[src/rtl/nfcs_pkg.sv]
// ----------------------------------------------------------------------------
// nfcs_pkg: shared types and constants for the NOR flash command sequencer
// Payload structs, command codes and the controller/datapath interface.
// ----------------------------------------------------------------------------
`default_nettype none

package nfcs_pkg;

  // Geometry
  localparam int unsigned SECTORS       = 135;
  localparam int unsigned SMALL_SECTORS = 8;
  localparam int unsigned SECT_W        = 8;
  localparam int unsigned ADDR_W        = 23;
  localparam int unsigned WADDR_W       = 22;
  localparam int unsigned DATA_W        = 16;
  localparam int unsigned TICK_W        = 20;
  localparam int unsigned STEP_W        = 3;
  localparam int unsigned CFG_W         = 1;
  localparam int unsigned SMALL_SHIFT   = 13;  // 8 KiB sectors
  localparam int unsigned LARGE_SHIFT   = 16;  // 64 KiB sectors

  localparam logic [ADDR_W-1:0] SMALL_AREA  = ADDR_W'(SMALL_SECTORS * (8 * 1024));
  localparam logic [SECT_W-1:0] LAST_SECTOR = SECT_W'(SECTORS - 1);
  localparam logic [SECT_W-1:0] SMALL_COUNT = SECT_W'(SMALL_SECTORS);

  // Unlock command addresses and data
  localparam logic [ADDR_W-1:0] CMD_ADDR_A   = 23'h000AAA;
  localparam logic [ADDR_W-1:0] CMD_ADDR_B   = 23'h000555;
  localparam logic [DATA_W-1:0] CMD_UNLOCK_1 = 16'h00AA;
  localparam logic [DATA_W-1:0] CMD_UNLOCK_2 = 16'h0055;
  localparam logic [DATA_W-1:0] CMD_ERASE    = 16'h0080;
  localparam logic [DATA_W-1:0] CMD_SECTOR   = 16'h0030;
  localparam logic [DATA_W-1:0] CMD_PROGRAM  = 16'h00A0;
  localparam logic [7:0]        ERASED_BYTE  = 8'hFF;

  localparam logic [TICK_W-1:0] TICK_MAX          = '1;
  localparam logic [TICK_W-1:0] ERASE_TIMEOUT_RST = 20'd120000;
  localparam logic [TICK_W-1:0] WRITE_TIMEOUT_RST = 20'd500;

  // Configuration register indexes
  localparam logic [CFG_W-1:0] CFG_ERASE_TIMEOUT = 1'b0;
  localparam logic [CFG_W-1:0] CFG_WRITE_TIMEOUT = 1'b1;

  typedef enum logic [2:0] {
    OP_ERASE       = 3'd0,
    OP_PROGRAM     = 3'd1,
    OP_READ_DATA   = 3'd2,
    OP_TICK        = 3'd3,
    OP_SET_PROTECT = 3'd4
  } opcode_e;

  typedef enum logic [1:0] {
    KIND_WRITE = 2'd0,
    KIND_READ  = 2'd1,
    KIND_DONE  = 2'd2
  } kind_e;

  typedef enum logic [1:0] {
    ST_OK         = 2'd0,
    ST_TIMEOUT    = 2'd1,
    ST_NOT_ERASED = 2'd2,
    ST_BAD_RANGE  = 2'd3
  } status_e;

  typedef enum logic [1:0] {
    MODE_IDLE       = 2'd0,
    MODE_ERASE_POLL = 2'd1,
    MODE_PROG_CHECK = 2'd2,
    MODE_PROG_POLL  = 2'd3
  } mode_e;

  typedef enum logic [2:0] {
    SEQ_ERASE       = 3'd0,
    SEQ_PROGRAM     = 3'd1,
    SEQ_READ_WORD   = 3'd2,
    SEQ_READ_SECTOR = 3'd3,
    SEQ_DONE        = 3'd4
  } seq_e;

  typedef struct packed {
    logic [2:0]         opcode;
    logic [SECT_W-1:0]  first_sector;
    logic [SECT_W-1:0]  last_sector;
    logic [WADDR_W-1:0] word_address;
    logic [DATA_W-1:0]  write_data;
    logic               last_word;
    logic [DATA_W-1:0]  read_data;
    logic               protect_flag;
  } nfcs_in_t;

  typedef struct packed {
    logic [1:0]        kind;
    logic [ADDR_W-1:0] bus_address;
    logic [DATA_W-1:0] bus_data;
    logic              bus_word;
    logic [1:0]        status;
    logic              run_last;
  } nfcs_out_t;

  // Controller -> datapath
  typedef struct packed {
    logic              capture;
    logic              start_range;
    logic              sector_inc;
    logic              mode_we;
    mode_e             mode;
    logic              set_wait;
    logic              clr_wait;
    logic              clr_ticks;
    logic              inc_ticks;
    logic              load_pending;
    logic              set_protect;
    logic              emit;
    seq_e              seq;
    logic [STEP_W-1:0] step;
    status_e           status;
    logic              last;
  } nfcs_cmd_t;

  // Datapath -> controller
  typedef struct packed {
    logic [2:0] opcode;
    mode_e      mode;
    logic       awaiting;
    logic       range_bad;
    logic       erase_poll_ok;
    logic       prog_check_ok;
    logic       prog_poll_ok;
    logic       pending_last;
    logic       scan_in_range;
    logic       scan_unprotected;
    logic       timed_out;
    logic       out_free;
    logic       init_busy;
  } nfcs_stat_t;

  // Index of the final result of each bus sequence
  function automatic logic [STEP_W-1:0] seq_last_step(seq_e seq);
    logic [STEP_W-1:0] r;
    unique case (seq)
      SEQ_ERASE:   r = STEP_W'(6);
      SEQ_PROGRAM: r = STEP_W'(4);
      default:     r = '0;
    endcase
    return r;
  endfunction

endpackage

`default_nettype wire

[src/rtl/nfcs_ctrl.sv]
// ----------------------------------------------------------------------------
// nfcs_ctrl: sequencer controller
// Decodes each request against the flash mode, walks the sector range and
// steps through the bus sequence one result at a time.
// ----------------------------------------------------------------------------
`default_nettype none

module nfcs_ctrl (
  input  logic               clk_i,
  input  logic               rst_ni,
  input  logic               in_valid_i,
  output logic               in_stall_o,
  input  nfcs_pkg::nfcs_stat_t stat_i,
  output nfcs_pkg::nfcs_cmd_t  cmd_o
);
  import nfcs_pkg::*;

  typedef enum logic [4:0] {
    S_IDLE   = 5'b00001,
    S_DECODE = 5'b00010,
    S_TICK   = 5'b00100,
    S_SCAN   = 5'b01000,
    S_EMIT   = 5'b10000
  } state_e;

  state_e            state_q, state_d;
  seq_e              seq_q, seq_d;
  status_e           status_q, status_d;
  logic [STEP_W-1:0] step_q, step_d;
  logic              last_step;

  // held off while a request is in hand or the protect RAM is being filled after reset
  assign in_stall_o = (state_q != S_IDLE) || stat_i.init_busy;
  assign last_step  = (step_q == seq_last_step(seq_q));

  always_comb begin
    state_d  = state_q;
    seq_d    = seq_q;
    status_d = status_q;
    step_d   = step_q;

    cmd_o         = '0;
    cmd_o.mode    = MODE_IDLE;
    cmd_o.seq     = seq_q;
    cmd_o.step    = step_q;
    cmd_o.status  = status_q;
    cmd_o.last    = last_step;

    unique case (state_q)
      S_IDLE: begin
        if (in_valid_i && !stat_i.init_busy) begin
          cmd_o.capture = 1'b1;
          state_d       = S_DECODE;
        end
      end

      S_DECODE: begin
        state_d = S_IDLE;
        step_d  = '0;
        case (stat_i.opcode)
          OP_ERASE: begin
            if (stat_i.mode == MODE_IDLE) begin
              if (stat_i.range_bad) begin
                cmd_o.mode_we  = 1'b1;
                cmd_o.clr_wait = 1'b1;
                seq_d          = SEQ_DONE;
                status_d       = ST_BAD_RANGE;
                state_d        = S_EMIT;
              end else begin
                cmd_o.start_range = 1'b1;
                state_d           = S_SCAN;
              end
            end
          end

          OP_PROGRAM: begin
            if (stat_i.mode == MODE_IDLE) begin
              cmd_o.load_pending = 1'b1;
              cmd_o.mode_we      = 1'b1;
              cmd_o.mode         = MODE_PROG_CHECK;
              cmd_o.clr_wait     = 1'b1;
              seq_d              = SEQ_READ_WORD;
              status_d           = ST_OK;
              state_d            = S_EMIT;
            end
          end

          OP_READ_DATA: begin
            if (stat_i.mode != MODE_IDLE && !stat_i.awaiting) begin
              case (stat_i.mode)
                MODE_ERASE_POLL: begin
                  if (stat_i.erase_poll_ok) begin
                    cmd_o.sector_inc = 1'b1;
                    state_d          = S_SCAN;
                  end else begin
                    cmd_o.set_wait = 1'b1;
                  end
                end
                MODE_PROG_CHECK: begin
                  if (!stat_i.prog_check_ok) begin
                    cmd_o.mode_we  = 1'b1;
                    cmd_o.clr_wait = 1'b1;
                    seq_d          = SEQ_DONE;
                    status_d       = ST_NOT_ERASED;
                  end else begin
                    cmd_o.mode_we   = 1'b1;
                    cmd_o.mode      = MODE_PROG_POLL;
                    cmd_o.clr_ticks = 1'b1;
                    seq_d           = SEQ_PROGRAM;
                    status_d        = ST_OK;
                  end
                  state_d = S_EMIT;
                end
                default: begin
                  // programme poll
                  if (stat_i.prog_poll_ok) begin
                    cmd_o.mode_we = 1'b1;
                    if (stat_i.pending_last) begin
                      cmd_o.clr_wait = 1'b1;
                      seq_d          = SEQ_DONE;
                      status_d       = ST_OK;
                      state_d        = S_EMIT;
                    end
                  end else begin
                    cmd_o.set_wait = 1'b1;
                  end
                end
              endcase
            end
          end

          OP_TICK: begin
            if (stat_i.mode != MODE_IDLE && stat_i.awaiting) begin
              cmd_o.inc_ticks = 1'b1;
              state_d         = S_TICK;
            end
          end

          OP_SET_PROTECT: cmd_o.set_protect = 1'b1;

          default: ;
        endcase
      end

      S_TICK: begin
        step_d  = '0;
        state_d = S_EMIT;
        if (stat_i.timed_out) begin
          cmd_o.mode_we  = 1'b1;
          cmd_o.clr_wait = 1'b1;
          seq_d          = SEQ_DONE;
          status_d       = ST_TIMEOUT;
        end else begin
          cmd_o.clr_wait = 1'b1;
          seq_d    = (stat_i.mode == MODE_ERASE_POLL) ? SEQ_READ_SECTOR : SEQ_READ_WORD;
          status_d = ST_OK;
        end
      end

      S_SCAN: begin
        step_d = '0;
        if (stat_i.scan_in_range) begin
          if (stat_i.scan_unprotected) begin
            cmd_o.mode_we   = 1'b1;
            cmd_o.mode      = MODE_ERASE_POLL;
            cmd_o.clr_ticks = 1'b1;
            cmd_o.clr_wait  = 1'b1;
            seq_d           = SEQ_ERASE;
            status_d        = ST_OK;
            state_d         = S_EMIT;
          end else begin
            cmd_o.sector_inc = 1'b1;
          end
        end else begin
          cmd_o.mode_we  = 1'b1;
          cmd_o.clr_wait = 1'b1;
          seq_d          = SEQ_DONE;
          status_d       = ST_OK;
          state_d        = S_EMIT;
        end
      end

      S_EMIT: begin
        if (stat_i.out_free) begin
          cmd_o.emit = 1'b1;
          if (last_step) begin
            state_d = S_IDLE;
          end else begin
            step_d = step_q + STEP_W'(1);
          end
        end
      end

      default: state_d = S_IDLE;
    endcase
  end

  always_ff @(posedge clk_i or negedge rst_ni) begin
    if (!rst_ni) begin
      state_q  <= S_IDLE;
      seq_q    <= SEQ_DONE;
      status_q <= ST_OK;
      step_q   <= '0;
    end else begin
      state_q  <= state_d;
      seq_q    <= seq_d;
      status_q <= status_d;
      step_q   <= step_d;
    end
  end

endmodule

`default_nettype wire

[src/rtl/nfcs_dp.sv]
// ----------------------------------------------------------------------------
// nfcs_dp: sequencer datapath
// Request register, flash mode state, protect map, tick counter, timeout
// registers and the result output register.
// ----------------------------------------------------------------------------
`default_nettype none

module nfcs_dp (
  input  logic                            clk_i,
  input  logic                            rst_ni,
  input  nfcs_pkg::nfcs_in_t              in_data_i,
  input  logic                            cfg_we_i,
  input  logic [nfcs_pkg::CFG_W-1:0]      cfg_index_i,
  input  logic [nfcs_pkg::TICK_W-1:0]     cfg_wdata_i,
  input  nfcs_pkg::nfcs_cmd_t             cmd_i,
  output nfcs_pkg::nfcs_stat_t            stat_o,
  output logic                            out_valid_o,
  input  logic                            out_stall_i,
  output nfcs_pkg::nfcs_out_t             out_data_o
);
  import nfcs_pkg::*;

  nfcs_in_t           item_q;
  mode_e              mode_q;
  logic               awaiting_q;
  logic [SECT_W-1:0]  cur_q, cur_d;
  logic [SECT_W-1:0]  range_end_q;
  logic [WADDR_W-1:0] pend_addr_q;
  logic [DATA_W-1:0]  pend_data_q;
  logic               pend_last_q;
  logic [TICK_W-1:0]  ticks_q;
  logic [TICK_W-1:0]  erase_to_q;
  logic [TICK_W-1:0]  write_to_q;
  logic               protect_mem [SECTORS];
  logic               protect_rd_q;
  logic               init_q;
  logic [SECT_W-1:0]  init_idx_q;
  logic               out_valid_q;
  nfcs_out_t          out_q;

  logic [ADDR_W-1:0]  sector_addr;
  logic [ADDR_W-1:0]  word_addr;
  logic [TICK_W-1:0]  limit;
  logic               in_range;
  nfcs_out_t          rec;

  assign word_addr = {pend_addr_q, 1'b0};
  assign limit     = (mode_q == MODE_ERASE_POLL) ? erase_to_q : write_to_q;
  assign in_range  = (cur_q <= range_end_q) && (cur_q < SECT_W'(SECTORS));

  // Next sector; the protect RAM is read at this address so its entry for
  // cur_q is ready in the cycle that looks at it
  always_comb begin
    cur_d = cur_q;
    if (cmd_i.start_range) begin
      cur_d = item_q.first_sector;
    end else if (cmd_i.sector_inc) begin
      cur_d = cur_q + SECT_W'(1);
    end
  end

  always_comb begin
    if (cur_q < SMALL_COUNT) begin
      sector_addr = ADDR_W'(cur_q) << SMALL_SHIFT;
    end else begin
      sector_addr = SMALL_AREA + (ADDR_W'(cur_q - SMALL_COUNT) << LARGE_SHIFT);
    end
  end

  always_comb begin
    stat_o                  = '0;
    stat_o.opcode           = item_q.opcode;
    stat_o.mode             = mode_q;
    stat_o.awaiting         = awaiting_q;
    stat_o.range_bad        = item_q.first_sector > item_q.last_sector;
    stat_o.erase_poll_ok    = item_q.read_data[7:0] == ERASED_BYTE;
    stat_o.prog_check_ok    = (item_q.read_data & pend_data_q) == pend_data_q;
    stat_o.prog_poll_ok     = item_q.read_data == pend_data_q;
    stat_o.pending_last     = pend_last_q;
    stat_o.scan_in_range    = in_range;
    stat_o.scan_unprotected = in_range && !protect_rd_q;
    stat_o.timed_out        = ticks_q > limit;
    stat_o.out_free         = !out_valid_q || !out_stall_i;
    stat_o.init_busy        = init_q;
  end

  // Result record for the current step of the bus sequence
  always_comb begin
    rec          = '0;
    rec.kind     = KIND_WRITE;
    rec.run_last = cmd_i.last;
    case (cmd_i.seq)
      SEQ_ERASE: begin
        case (cmd_i.step)
          3'd0:    begin rec.bus_address = CMD_ADDR_A; rec.bus_data = CMD_UNLOCK_1; end
          3'd1:    begin rec.bus_address = CMD_ADDR_B; rec.bus_data = CMD_UNLOCK_2; end
          3'd2:    begin rec.bus_address = CMD_ADDR_A; rec.bus_data = CMD_ERASE;    end
          3'd3:    begin rec.bus_address = CMD_ADDR_A; rec.bus_data = CMD_UNLOCK_1; end
          3'd4:    begin rec.bus_address = CMD_ADDR_B; rec.bus_data = CMD_UNLOCK_2; end
          3'd5:    begin rec.bus_address = sector_addr; rec.bus_data = CMD_SECTOR;  end
          default: begin rec.kind = KIND_READ; rec.bus_address = sector_addr; end
        endcase
      end
      SEQ_PROGRAM: begin
        case (cmd_i.step)
          3'd0: begin rec.bus_address = CMD_ADDR_A; rec.bus_data = CMD_UNLOCK_1; end
          3'd1: begin rec.bus_address = CMD_ADDR_B; rec.bus_data = CMD_UNLOCK_2; end
          3'd2: begin rec.bus_address = CMD_ADDR_A; rec.bus_data = CMD_PROGRAM;  end
          3'd3: begin
            rec.bus_address = word_addr;
            rec.bus_data    = pend_data_q;
            rec.bus_word    = 1'b1;
          end
          default: begin
            rec.kind        = KIND_READ;
            rec.bus_address = word_addr;
            rec.bus_word    = 1'b1;
          end
        endcase
      end
      SEQ_READ_WORD: begin
        rec.kind        = KIND_READ;
        rec.bus_address = word_addr;
        rec.bus_word    = 1'b1;
      end
      SEQ_READ_SECTOR: begin
        rec.kind        = KIND_READ;
        rec.bus_address = sector_addr;
      end
      default: begin
        rec.kind   = KIND_DONE;
        rec.status = cmd_i.status;
      end
    endcase
  end

  // Request payload
  always_ff @(posedge clk_i) begin
    if (cmd_i.capture) begin
      item_q <= in_data_i;
    end
  end

  always_ff @(posedge clk_i or negedge rst_ni) begin
    if (!rst_ni) begin
      mode_q      <= MODE_IDLE;
      awaiting_q  <= 1'b0;
      cur_q       <= '0;
      range_end_q <= '0;
      pend_addr_q <= '0;
      pend_data_q <= '0;
      pend_last_q <= 1'b0;
      ticks_q     <= '0;
    end else begin
      if (cmd_i.mode_we) begin
        mode_q <= cmd_i.mode;
      end
      if (cmd_i.set_wait) begin
        awaiting_q <= 1'b1;
      end else if (cmd_i.clr_wait) begin
        awaiting_q <= 1'b0;
      end
      cur_q <= cur_d;
      if (cmd_i.start_range) begin
        range_end_q <= (item_q.last_sector > LAST_SECTOR) ? LAST_SECTOR
                                                          : item_q.last_sector;
      end
      if (cmd_i.load_pending) begin
        pend_addr_q <= item_q.word_address;
        pend_data_q <= item_q.write_data;
        pend_last_q <= item_q.last_word;
      end
      if (cmd_i.clr_ticks) begin
        ticks_q <= '0;
      end else if (cmd_i.inc_ticks && ticks_q != TICK_MAX) begin
        ticks_q <= ticks_q + TICK_W'(1);
      end
    end
  end

  // Clearing pass after reset: one protect entry per cycle marked protected
  always_ff @(posedge clk_i or negedge rst_ni) begin
    if (!rst_ni) begin
      init_q     <= 1'b1;
      init_idx_q <= '0;
    end else if (init_q) begin
      init_idx_q <= init_idx_q + SECT_W'(1);
      if (init_idx_q == LAST_SECTOR) begin
        init_q <= 1'b0;
      end
    end
  end

  // Protect map RAM, one write and one registered read a cycle
  always_ff @(posedge clk_i) begin
    if (init_q) begin
      protect_mem[init_idx_q] <= 1'b1;
    end else if (cmd_i.set_protect && item_q.first_sector < SECT_W'(SECTORS)) begin
      protect_mem[item_q.first_sector] <= item_q.protect_flag;
    end
    if (cur_d < SECT_W'(SECTORS)) begin
      protect_rd_q <= protect_mem[cur_d];
    end
  end

  // Timeout registers
  always_ff @(posedge clk_i or negedge rst_ni) begin
    if (!rst_ni) begin
      erase_to_q <= ERASE_TIMEOUT_RST;
      write_to_q <= WRITE_TIMEOUT_RST;
    end else if (cfg_we_i) begin
      unique case (cfg_index_i)
        CFG_ERASE_TIMEOUT: erase_to_q <= cfg_wdata_i;
        CFG_WRITE_TIMEOUT: write_to_q <= cfg_wdata_i;
        default: ;
      endcase
    end
  end

  // Result output register
  always_ff @(posedge clk_i or negedge rst_ni) begin
    if (!rst_ni) begin
      out_valid_q <= 1'b0;
    end else if (cmd_i.emit) begin
      out_valid_q <= 1'b1;
    end else if (!out_stall_i) begin
      out_valid_q <= 1'b0;
    end
  end

  always_ff @(posedge clk_i) begin
    if (cmd_i.emit) begin
      out_q <= rec;
    end
  end

  assign out_valid_o = out_valid_q;
  assign out_data_o  = out_q;

endmodule

`default_nettype wire

[src/rtl/nor_flash_command_sequencer_top.sv]
// ----------------------------------------------------------------------------
// nor_flash_command_sequencer_top: AMD command set NOR flash sequencer
// Turns erase, programme, read-data, tick and protect requests into flash
// bus cycles and completion results.
// ----------------------------------------------------------------------------
// Usage:
//  - Input channel (in_valid_i / in_stall_o / in_data_i) takes one request;
//    output channel (out_valid_o / out_stall_i / out_data_o) gives its
//    results in order, run_last marking the final one of each request.
//  - One request at a time: in_stall_o stays high from acceptance until the
//    last result, if any, is loaded into the output register.
//  - A request gives either no result or up to 7 results; a tick passes
//    through a timeout compare state first, and an erase through one scan
//    state per sector looked at, the sector it stops on or the end of the
//    range included.
//  - The result register lets the next request in while the final result
//    waits; a stalled receiver holds the sequencer on its next result.
//  - Reset: all sectors protected, flash mode idle, timeouts 120000 (erase)
//    and 500 (write) ticks. A clearing pass fills the protect RAM with ones,
//    with in_stall_o held high meanwhile.
//  - Timeout registers are written via cfg_we_i / cfg_index_i / cfg_wdata_i
//    while no request is in flight; the user keeps to this, the block does not.
// ----------------------------------------------------------------------------
`default_nettype none

module nor_flash_command_sequencer_top (
  input  logic                        clk_i,
  input  logic                        rst_ni,
  input  logic                        in_valid_i,
  output logic                        in_stall_o,
  input  nfcs_pkg::nfcs_in_t          in_data_i,
  output logic                        out_valid_o,
  input  logic                        out_stall_i,
  output nfcs_pkg::nfcs_out_t         out_data_o,
  input  logic                        cfg_we_i,
  input  logic [nfcs_pkg::CFG_W-1:0]  cfg_index_i,
  input  logic [nfcs_pkg::TICK_W-1:0] cfg_wdata_i
);
  import nfcs_pkg::*;

  nfcs_cmd_t  cmd;   // controller -> datapath
  nfcs_stat_t stat;  // datapath -> controller

  nfcs_ctrl u_ctrl (
    .clk_i      (clk_i),
    .rst_ni     (rst_ni),
    .in_valid_i (in_valid_i),
    .in_stall_o (in_stall_o),
    .stat_i     (stat),
    .cmd_o      (cmd)
  );

  nfcs_dp u_dp (
    .clk_i       (clk_i),
    .rst_ni      (rst_ni),
    .in_data_i   (in_data_i),
    .cfg_we_i    (cfg_we_i),
    .cfg_index_i (cfg_index_i),
    .cfg_wdata_i (cfg_wdata_i),
    .cmd_i       (cmd),
    .stat_o      (stat),
    .out_valid_o (out_valid_o),
    .out_stall_i (out_stall_i),
    .out_data_o  (out_data_o)
  );

  // A request is never followed by a second one in the next cycle
  a_one_in_flight: assert property (@(posedge clk_i) disable iff (!rst_ni)
    in_valid_i && !in_stall_o |=> in_stall_o)
    else $error("request accepted while previous one still decoding");

  // Completion is always the final result of a request
  a_done_is_last: assert property (@(posedge clk_i) disable iff (!rst_ni)
    out_valid_o && out_data_o.kind == KIND_DONE |-> out_data_o.run_last)
    else $error("done result without run_last");

  // Results are only loaded while a request is being worked on and the output register is free
  a_emit_busy: assert property (@(posedge clk_i) disable iff (!rst_ni)
    cmd.emit |-> in_stall_o && stat.out_free)
    else $error("result loaded outside a request or over a held result");

  // Bus cycles carry no status
  a_bus_no_status: assert property (@(posedge clk_i) disable iff (!rst_ni)
    out_valid_o && out_data_o.kind != KIND_DONE |-> out_data_o.status == ST_OK)
    else $error("status set on a bus cycle");

endmodule

`default_nettype wire

[config.mk]
export PLATFORM = sky130hd
export DESIGN_NAME = nor_flash_command_sequencer_top
export DESIGN_NICKNAME = d
export VERILOG_FILES = /design/src/rtl/nfcs_pkg.sv /design/src/rtl/nfcs_ctrl.sv /design/src/rtl/nfcs_dp.sv /design/src/rtl/nor_flash_command_sequencer_top.sv
export SDC_FILE = /design/constraint.sdc
export NUM_CORES = 1
export LEC_CHECK = 0
export ABC_AREA = 1
export CAP_MARGIN = 40
export CELL_PAD_IN_SITES_DETAIL_PLACEMENT = 0
export CELL_PAD_IN_SITES_GLOBAL_PLACEMENT = 1
export CORE_MARGIN = 3
export CORE_UTILIZATION = 50
export DETAILED_ROUTE_END_ITERATION = 12
export DONT_BUFFER_PORTS = 1
export GPL_ROUTABILITY_DRIVEN = 0
export PLACE_DENSITY = 0.78
export RECOVER_POWER = 100
export SLEW_MARGIN = 20
export SYNTH_ARGS = -nofsm -noshare
export SYNTH_HDL_FRONTEND = slang
export SYNTH_SLANG_ARGS = --single-unit
[constraint.sdc]
create_clock -name clk_i -period 5.38 [get_ports clk_i]
set_input_delay 0.538 -clock clk_i [delete_from_list [all_inputs] [get_ports clk_i]]
set_output_delay 0.538 -clock clk_i [all_outputs]
set_load 0.01 [all_outputs]
==> results of run 1 <==
## repair_timing
item,CTS,global route
resized for setup,0,0
endpoints found under the hold margin,141,0
hold buffers,2,0
buffers inserted,0,0
## worst max-delay path by stage
stage	slack, ns	startpoint	cells past startpoint	endpoint
6_report	0.67	u_dp.item_q[71]$_DFFE_PP_	21	u_dp.protect_rd_q$_DFFE_PN_
5_1_grt	0.30	u_dp.item_q[71]$_DFFE_PP_	21	u_dp.protect_rd_q$_DFFE_PN_
4_1_cts	0.95	u_dp.item_q[71]$_DFFE_PP_	21	u_dp.protect_rd_q$_DFFE_PN_
3_5_place_dp	0.97	u_dp.item_q[71]$_DFFE_PP_	21	u_dp.protect_rd_q$_DFFE_PN_
3_3_place_gp	1.09	u_dp.item_q[71]$_DFFE_PP_	21	u_dp.protect_rd_q$_DFFE_PN_
2_1_floorplan	0.88	u_ctrl.state_q[2]$_DFFE_PN0P_	7	u_dp.item_q[0]$_DFFE_PP_
## per-layer routing
metal	vias up	track usage (%)	part of all wire [%]
met1	6476	30.8	45
met5	-	0	0
met4	0	7.13	2.6
met2	364	36.0	48
li1	6466	-	-
met3	78	3.34	5.0
## layout make-up
| type | instances | area, um^2 | area share (%) |
|---|---|---|---|
| multi-input combinational | 1207 | 6510 | 31.2 |
| inverter | 249 | 935 | 4.48 |
| timing repair buffer | 18 | 110 | 0.528 |
| antenna | 1 | 2.50 | 0.0120 |
| clock inverter | 24 | 210 | 1.01 |
| sequential | 397 | 11200 | 53.8 |
| clock buffer | 58 | 1240 | 5.93 |
| tap | 504 | 631 | 3.02 |
## Yosys cell counts, types with 8 or more instances
master | n | area (um^2)
nor3_1 | 19 | 95.1
o21ai_1 | 8 | 40.0
a31oi_1 | 8 | 50.1
clkbuf_1 | 39 | 146
nand4_1 | 31 | 194
mux2i_1 | 19 | 190
nor4_1 | 11 | 68.8
o21ai_0 | 102 | 510
nor2_1 | 257 | 965
dfrtp_1 | 125 | 3130
o31ai_1 | 9 | 67.6
xor2_1 | 12 | 105
nand3_1 | 158 | 791
mux2_2 | 32 | 360
o211ai_1 | 9 | 67.6
a21oi_1 | 43 | 215
ha_1 | 67 | 838
nand2_1 | 331 | 1240
buf_2 | 12 | 60.1
dfstp_2 | 16 | 420
edfxtp_1 | 256 | 7690
inv_1 | 244 | 916
nand3b_1 | 44 | 330
## power groups by stage
| stage | logic (uW) | clock network (uW) | registers [uW] |
|---|---|---|---|
| after floorplan | 1540 | 0 | 4010 |
| after global placement | 1980 | 0 | 4090 |
| after CTS | 2070 | 3060 | 4050 |
| final | 2030 | 2990 | 4050 |
| after detailed placement | 2030 | 0 | 4110 |
| after global routing | 2320 | 3190 | 4100 |
## through the flow
step	utilization (%)	instance area (um^2)
detailed placement	52.7	19500
floorplan	-	19000
global placement	52.5	19500
CTS	56.8	21000
finish	56.3	20900
global route	56.3	20900
## cell families (layout without fill, tap and decap cells)
logic type      Yosys count  after routing
fa+ha+maj                67             67
mux                      51             51
xor+xnor                 17             17
buf+inv                 314            349
other cells               0              1
flops                   397            397
simple gates            868            868
compound gates          204            204
## registers in the layout, indices dropped and copies added, names as in the netlist
name and flops:
u_dp.out_valid_o 1, u_dp.range_end_q 8, u_dp.ticks_q 20, u_dp.pend_data_q 16, u_dp.init_q 1, u_dp.out_data_o 45
u_dp.write_to_q 20, u_ctrl.seq_q 3, u_ctrl.step_q 3, u_dp.protect_mem 135, u_dp.item_q 72, u_ctrl.state_q 5
u_dp.erase_to_q 20, u_dp.pend_addr_q 22, u_dp.mode_q 2, u_dp.cur_q 8, u_dp.init_idx_q 8, u_dp.awaiting_q 1
u_dp.stat_o 3, u_dp.pend_last_q 1, u_dp.protect_rd_q 1, u_ctrl.status_q 2
## placed cells by master (no fill, tap or decap), types with 43 or more instances in the layout
master / n
nand2_1: 332
edfxtp_1: 256
nor2_1: 256
a21oi_1: 43
inv_1: 245
nand3_1: 158
nand3b_1: 44
o21ai_0: 105
dfrtp_1: 125
clkbuf_16: 47
ha_1: 67
==> metrics.txt, run 1 <==
status=finished, violations left; failing checks=capacitance limit, slew limit; crit-path max FO=74; Worst path top cell family by delay=simple AND/OR/NAND/NOR gates; Clk Tree Root Cell=clkbuf_16; crit-path cells=ha_1 -> nand2_1 -> nor2_1 -> nand3_1 -> o21ai_0 -> nand3_1 -> inv_1 -> nand2_1 -> nand2_1 -> buf_12 -> inv_1 -> nand2_1 -> nand2_1 -> nand2_1 -> nand3_1 -> nand3_1 -> nand3_1 -> nand3_1 -> nand2_1 -> nand3_1 -> nand2_1; Startpoint Class=register; Synth-to-Final Area Change=9.76%; vias in the first global route=13.0k; H-tree depth=2; Max VDD drop=325 uV; P per Cell Area=435 mW/mm^2; CP Buf/Inv Count=3; crit path kind=reg -> reg; syn_nets=2086; clk buf depth=3; RSZ-0062 raised after global routing=no; r2r endpoint=u_dp.protect_rd_q$_DFFE_PN_; Post-DRT Antenna Nets=0; Initial Utilization=51.3%; Clock Skew=0.0210 ns; CTS tree=done; Clock Latency Late Sink=0.57 ns; setup_tns=0 ns; Synth Cell Area=0.0190 mm^2; first-pass GRT wire length=72.0 mm; clock share of power=33.0%; largest net degree at the start of global routing=142; vias post-DR=13.4k; Hold Crit Class=in -> reg; Inst Count DP=2373; die area=0.0404 mm^2; nets=2085; EDFF count, synth=256; Int Power=6190 uW; post-synthesis compound-gate area fraction=6.08%; end of the worst hold path=u_dp.item_q[23]$_DFFE_PP_; Seq/Total Area, Yosys=59.1%; DR WL/cell=18.4 um; Tmin final=4.71 ns; mux cell area share after synthesis=2.89%; # fillers=3227; Place WS=0.967 ns; Req. time, crit path=5.70 ns; WHS=0.0610 ns; Pwr Total=9080 uW; Worst-path clk slew=0.06 ns; Hold Path Cell Cnt=0; # clock sinks=397; Tcrit/Tclk final=87.5%; max-cap viol count=6; Worst Tran Pin Value=3.71 ns; final cell count without fillers=2458; cell count after synthesis=1918; Top Ports=148; CP Capture Type=register; Final HPWL DP=30.7 mm; initial antenna violation count=1; asr flop ratio synth=35.5%; vias per inst=5.45; layout cells sized above 1=7.01%; Port Buffers=0; CP arrival=5.02 ns; #FFs+latches synth=397; Hold Path Origin=in_data_i[23]; Flop pwr share=44.7%; die height=201 um; setup ws final=0.673 ns; Slowest cell on crit path=inv_1; synth warn=0; Sw Share=31.8%; die width=201 um; # rows=70; DRC=0; net switching power figure=2890 uW; Lkg Pwr=0.00883 uW; ys flop type=edfxtp_1; post-synthesis simple-gate area fraction=20.2%; CORE AREA=0.0370 mm^2; largest family of logic cells by synthesized area=simple AND/OR/NAND/NOR gates; critical path's largest stage delay=0.63 ns; FMAX=212 MHz; Post-Synth XOR/XNOR Area=0.783%; CTS buffer count=44; Final Hold Violating Endpoints=0; GRT Overall Usage=22.2%; Comb power frac=22.3%; relative slew slack=-148%; synth unique cells=52; R2R Setup Slk=0.67 ns; Mean Syn Cell Area=9.92 um^2; Slew Viols, Final=317; Critical R2R Launch=u_dp.item_q[71]$_DFFE_PP_; Adder-Cell Fraction of Synth Area=4.41%; most used cell, CP=nand2_1; R2R depth=21; DR iter-0 viols=946; drt pass-1 iters=8; # setup viols final=0; routed wire length=45.2 mm; GRT overflow=0
(Power assumes the default switching activity.)
==> run 2, diff against run 1 <==
- CORE_ASPECT_RATIO: unset -> 1.4
==> run 2 against run 1 <==
- via count down 0.10%
- power is 2.9% lower
- cell count shrank 1.7%
- flip-flop and latch count unchanged
- core utilization decreased by 0.47 points
- worst hold slack better by 0.036 ns
- global-route usage up 0.44 points
- clock-buffer cell count shrank 3
- critical endpoint unchanged
- clock skew shrank 0.0058 ns
- register-to-register slack better by 0.22 ns
- highest routed layer is now met5
- first-iteration DRC count is 12% higher
- the flow still finishes with violations (capacitance limit, slew limit)
==> metrics.txt, run 2 (synthesized netlist as in run 1, its figures left out) <==
clock share of power=31.0% (-2.0 points); failing checks=capacitance limit, slew limit; GRT overflow=0 (unchanged); nets=2084 (-0.048%); Tcrit/Tclk final=83.4% (-4.1 points); DR iter-0 viols=1062 (+12%); Slowest cell on crit path=clkbuf_1; CP arrival=4.77 ns (-0.25 ns); Slew Viols, Final=282 (-11%); Req. time, crit path=5.67 ns (-0.03 ns); crit-path cells=inv_1 -> nand2_1 -> nor4_4 -> clkbuf_1 -> nand3_1 -> inv_1 -> buf_4 -> nand2_1 -> nand2_2 -> buf_4 -> inv_2 -> nand3_1 -> nand2_1 -> nand2_1 -> nand2_1 -> nor2_1 -> nor2_1 -> nor2_1 -> nand2_1 -> nand3_1 -> nand2_1; Initial Utilization=51.3% (about the same); Post-DRT Antenna Nets=0 (unchanged); Clock Latency Late Sink=0.53 ns (-0.04 ns); drt pass-1 iters=5 (-3); Final Hold Violating Endpoints=0 (unchanged); max-cap viol count=5 (-1); relative slew slack=-138% (+9.6 points); Synth-to-Final Area Change=8.92%; status=finished, violations left; P per Cell Area=426 mW/mm^2 (-2.1%); Worst Tran Pin Value=3.57 ns (-0.144 ns); Worst-path clk slew=0.07 ns (about the same); Hold Path Cell Cnt=0 (unchanged); most frequent cells in the layout=331 x nand2_1, 256 x nor2_1, 256 x edfxtp_1, 245 x inv_1, 157 x nand3_1; R2R Setup Slk=0.90 ns (+0.22 ns); # clock sinks=397 (unchanged); Comb power frac=23.1% (+0.8 points); Max VDD drop=282 uV (-13%); setup ws final=0.895 ns (+0.222 ns); Place WS=1.09 ns (+0.125 ns); clk buf depth=3 (unchanged); die width=171 um (-15%); Final HPWL DP=32.3 mm (+5.2%); Int Power=6020 uW (-2.7%); area of the multi-input gates=0.00653 mm^2 (+0.35%); H-tree depth=2 (unchanged); # setup viols final=0 (unchanged); CTS buffer count=40 (-9.1%); Lkg Pwr=0.00876 uW (-0.77%); CORE AREA=0.0371 mm^2 (about the same); layout cells sized above 1=6.89% (-0.13 points); Tmin final=4.48 ns (-0.222 ns); Port Buffers=0 (unchanged); CTS tree=done; FF/Latch Area=0.0112 mm^2 (unchanged); crit-path max FO=36 (-51%); die height=237 um (+18%); vias in the first global route=13.1k (+1.2%); Flop pwr share=45.9% (+1.2 points); Hold Crit Class=in -> reg; WHS=0.0966 ns (+0.0356 ns); GRT Overall Usage=22.6% (+0.44 points); vias post-DR=13.4k (-0.10%); largest net degree at the start of global routing=142 (unchanged); Clock Skew=0.0152 ns (-0.00580 ns); Finished Core Util=55.9% (-0.47 points); critical path's largest stage delay=0.58 ns (-0.05 ns); most common cell after layout, fill and taps aside=nand2_1; FMAX=223 MHz (+4.9%); net switching power figure=2790 uW (-3.2%); CP Capture Type=register; Reg with most FFs=u_dp.protect_mem; first-pass GRT wire length=71.1 mm (-1.2%); die area=0.0404 mm^2 (about the same); Startpoint Class=register; # rows=83 (+19%); R2R depth=21 (unchanged); RSZ-0062 raised after global routing=no; initial antenna violation count=10 (+9); max reg flops=135 (unchanged); setup_tns=0 ns (unchanged); most used cell, CP=nand2_1; DRC=0 (unchanged); crit path kind=reg -> reg; routed wire length=46.3 mm (+2.5%); Sw Share=31.7% (-0.12 points); Top Ports=148 (unchanged); Clk Tree Root Cell=clkbuf_16; vias per inst=5.54 (+1.7%); # fillers=3301 (+2.3%); DR WL/cell=19.2 um (+4.3%)
[run 2: repair_timing]
action | in CTS | in global routing
resized for setup | 0 | 0
hold buffers | 1 | 0
hold endpoints to repair | 141 | 0
setup buffers | 0 | 0
[run 2: cell type report]
class | count | area share [%]
multi-input combinational | 1207 | 31.5
sequential | 397 | 54.2
tap | 467 | 2.82
antenna | 2 | 0.0242
clock buffer | 55 | 5.41
timing repair buffer | 21 | 0.640
clock inverter | 17 | 0.803
inverter | 249 | 4.51
[run 2: path summary, 6_finish.rpt]
| kind | from | to |
|---|---|---|
| min reg2reg | u_dp.init_idx_q[7]$_DFFE_PN0P_ | u_dp.init_q$_DFF_PN1_ |
| max | u_ctrl.state_q[2]$_DFFE_PN0P_ | u_dp.protect_rd_q$_DFFE_PN_ |
| max reg2reg | u_ctrl.state_q[2]$_DFFE_PN0P_ | u_dp.protect_rd_q$_DFFE_PN_ |
| min | in_data_i[24] | u_dp.item_q[24]$_DFFE_PP_ |
| min in group asynchronous | rst_ni | u_dp.write_to_q[11]$_DFFE_PN0P_ |
| max in group asynchronous | rst_ni | u_dp.pend_addr_q[17]$_DFFE_PN0P_ |
[run 2: power by group through the flow]
stage / combinational (uW) / sequential (uW) / clock (uW)
after floorplan: 1540 / 4010 / 0
after global placement: 2000 / 4090 / 0
after detailed placement: 2030 / 4100 / 0
after CTS: 2070 / 4040 / 2800
after global routing: 2310 / 4100 / 2920
final: 2030 / 4050 / 2730
[run 2: per-layer routing]
layer | up-vias | share of wire [%] | global-route usage, % | routed length (um)
li1 | 6465 | - | - | -
met1 | 6416 | 39 | 26.5 | 17900
met2 | 372 | 52 | 41.0 | 24100
met3 | 107 | 5.4 | 3.96 | 2520
met4 | 10 | 3.6 | 8.52 | 1690
met5 | - | 0.15 | 0 | 68
[run 2: stage by stage]
step | power (uW) | area [um^2] | cells
2_1_floorplan | 5560 | 19000 | 1918
3_3_place_gp | 6090 | 19400 | 2334
3_5_place_dp | 6130 | 19500 | 2340
4_1_cts | 8910 | 20800 | 2413
5_1_grt | 9330 | 20700 | 2414
6_report | 8820 | 20700 | 2415
[run 2: critical path: cells and delay by family, from the launching register on]
family                 cells  cell delay, ns
buffers and inverters      6            1.91
flip-flops                 1            0.39
AND/OR/NAND/NOR           15            1.92
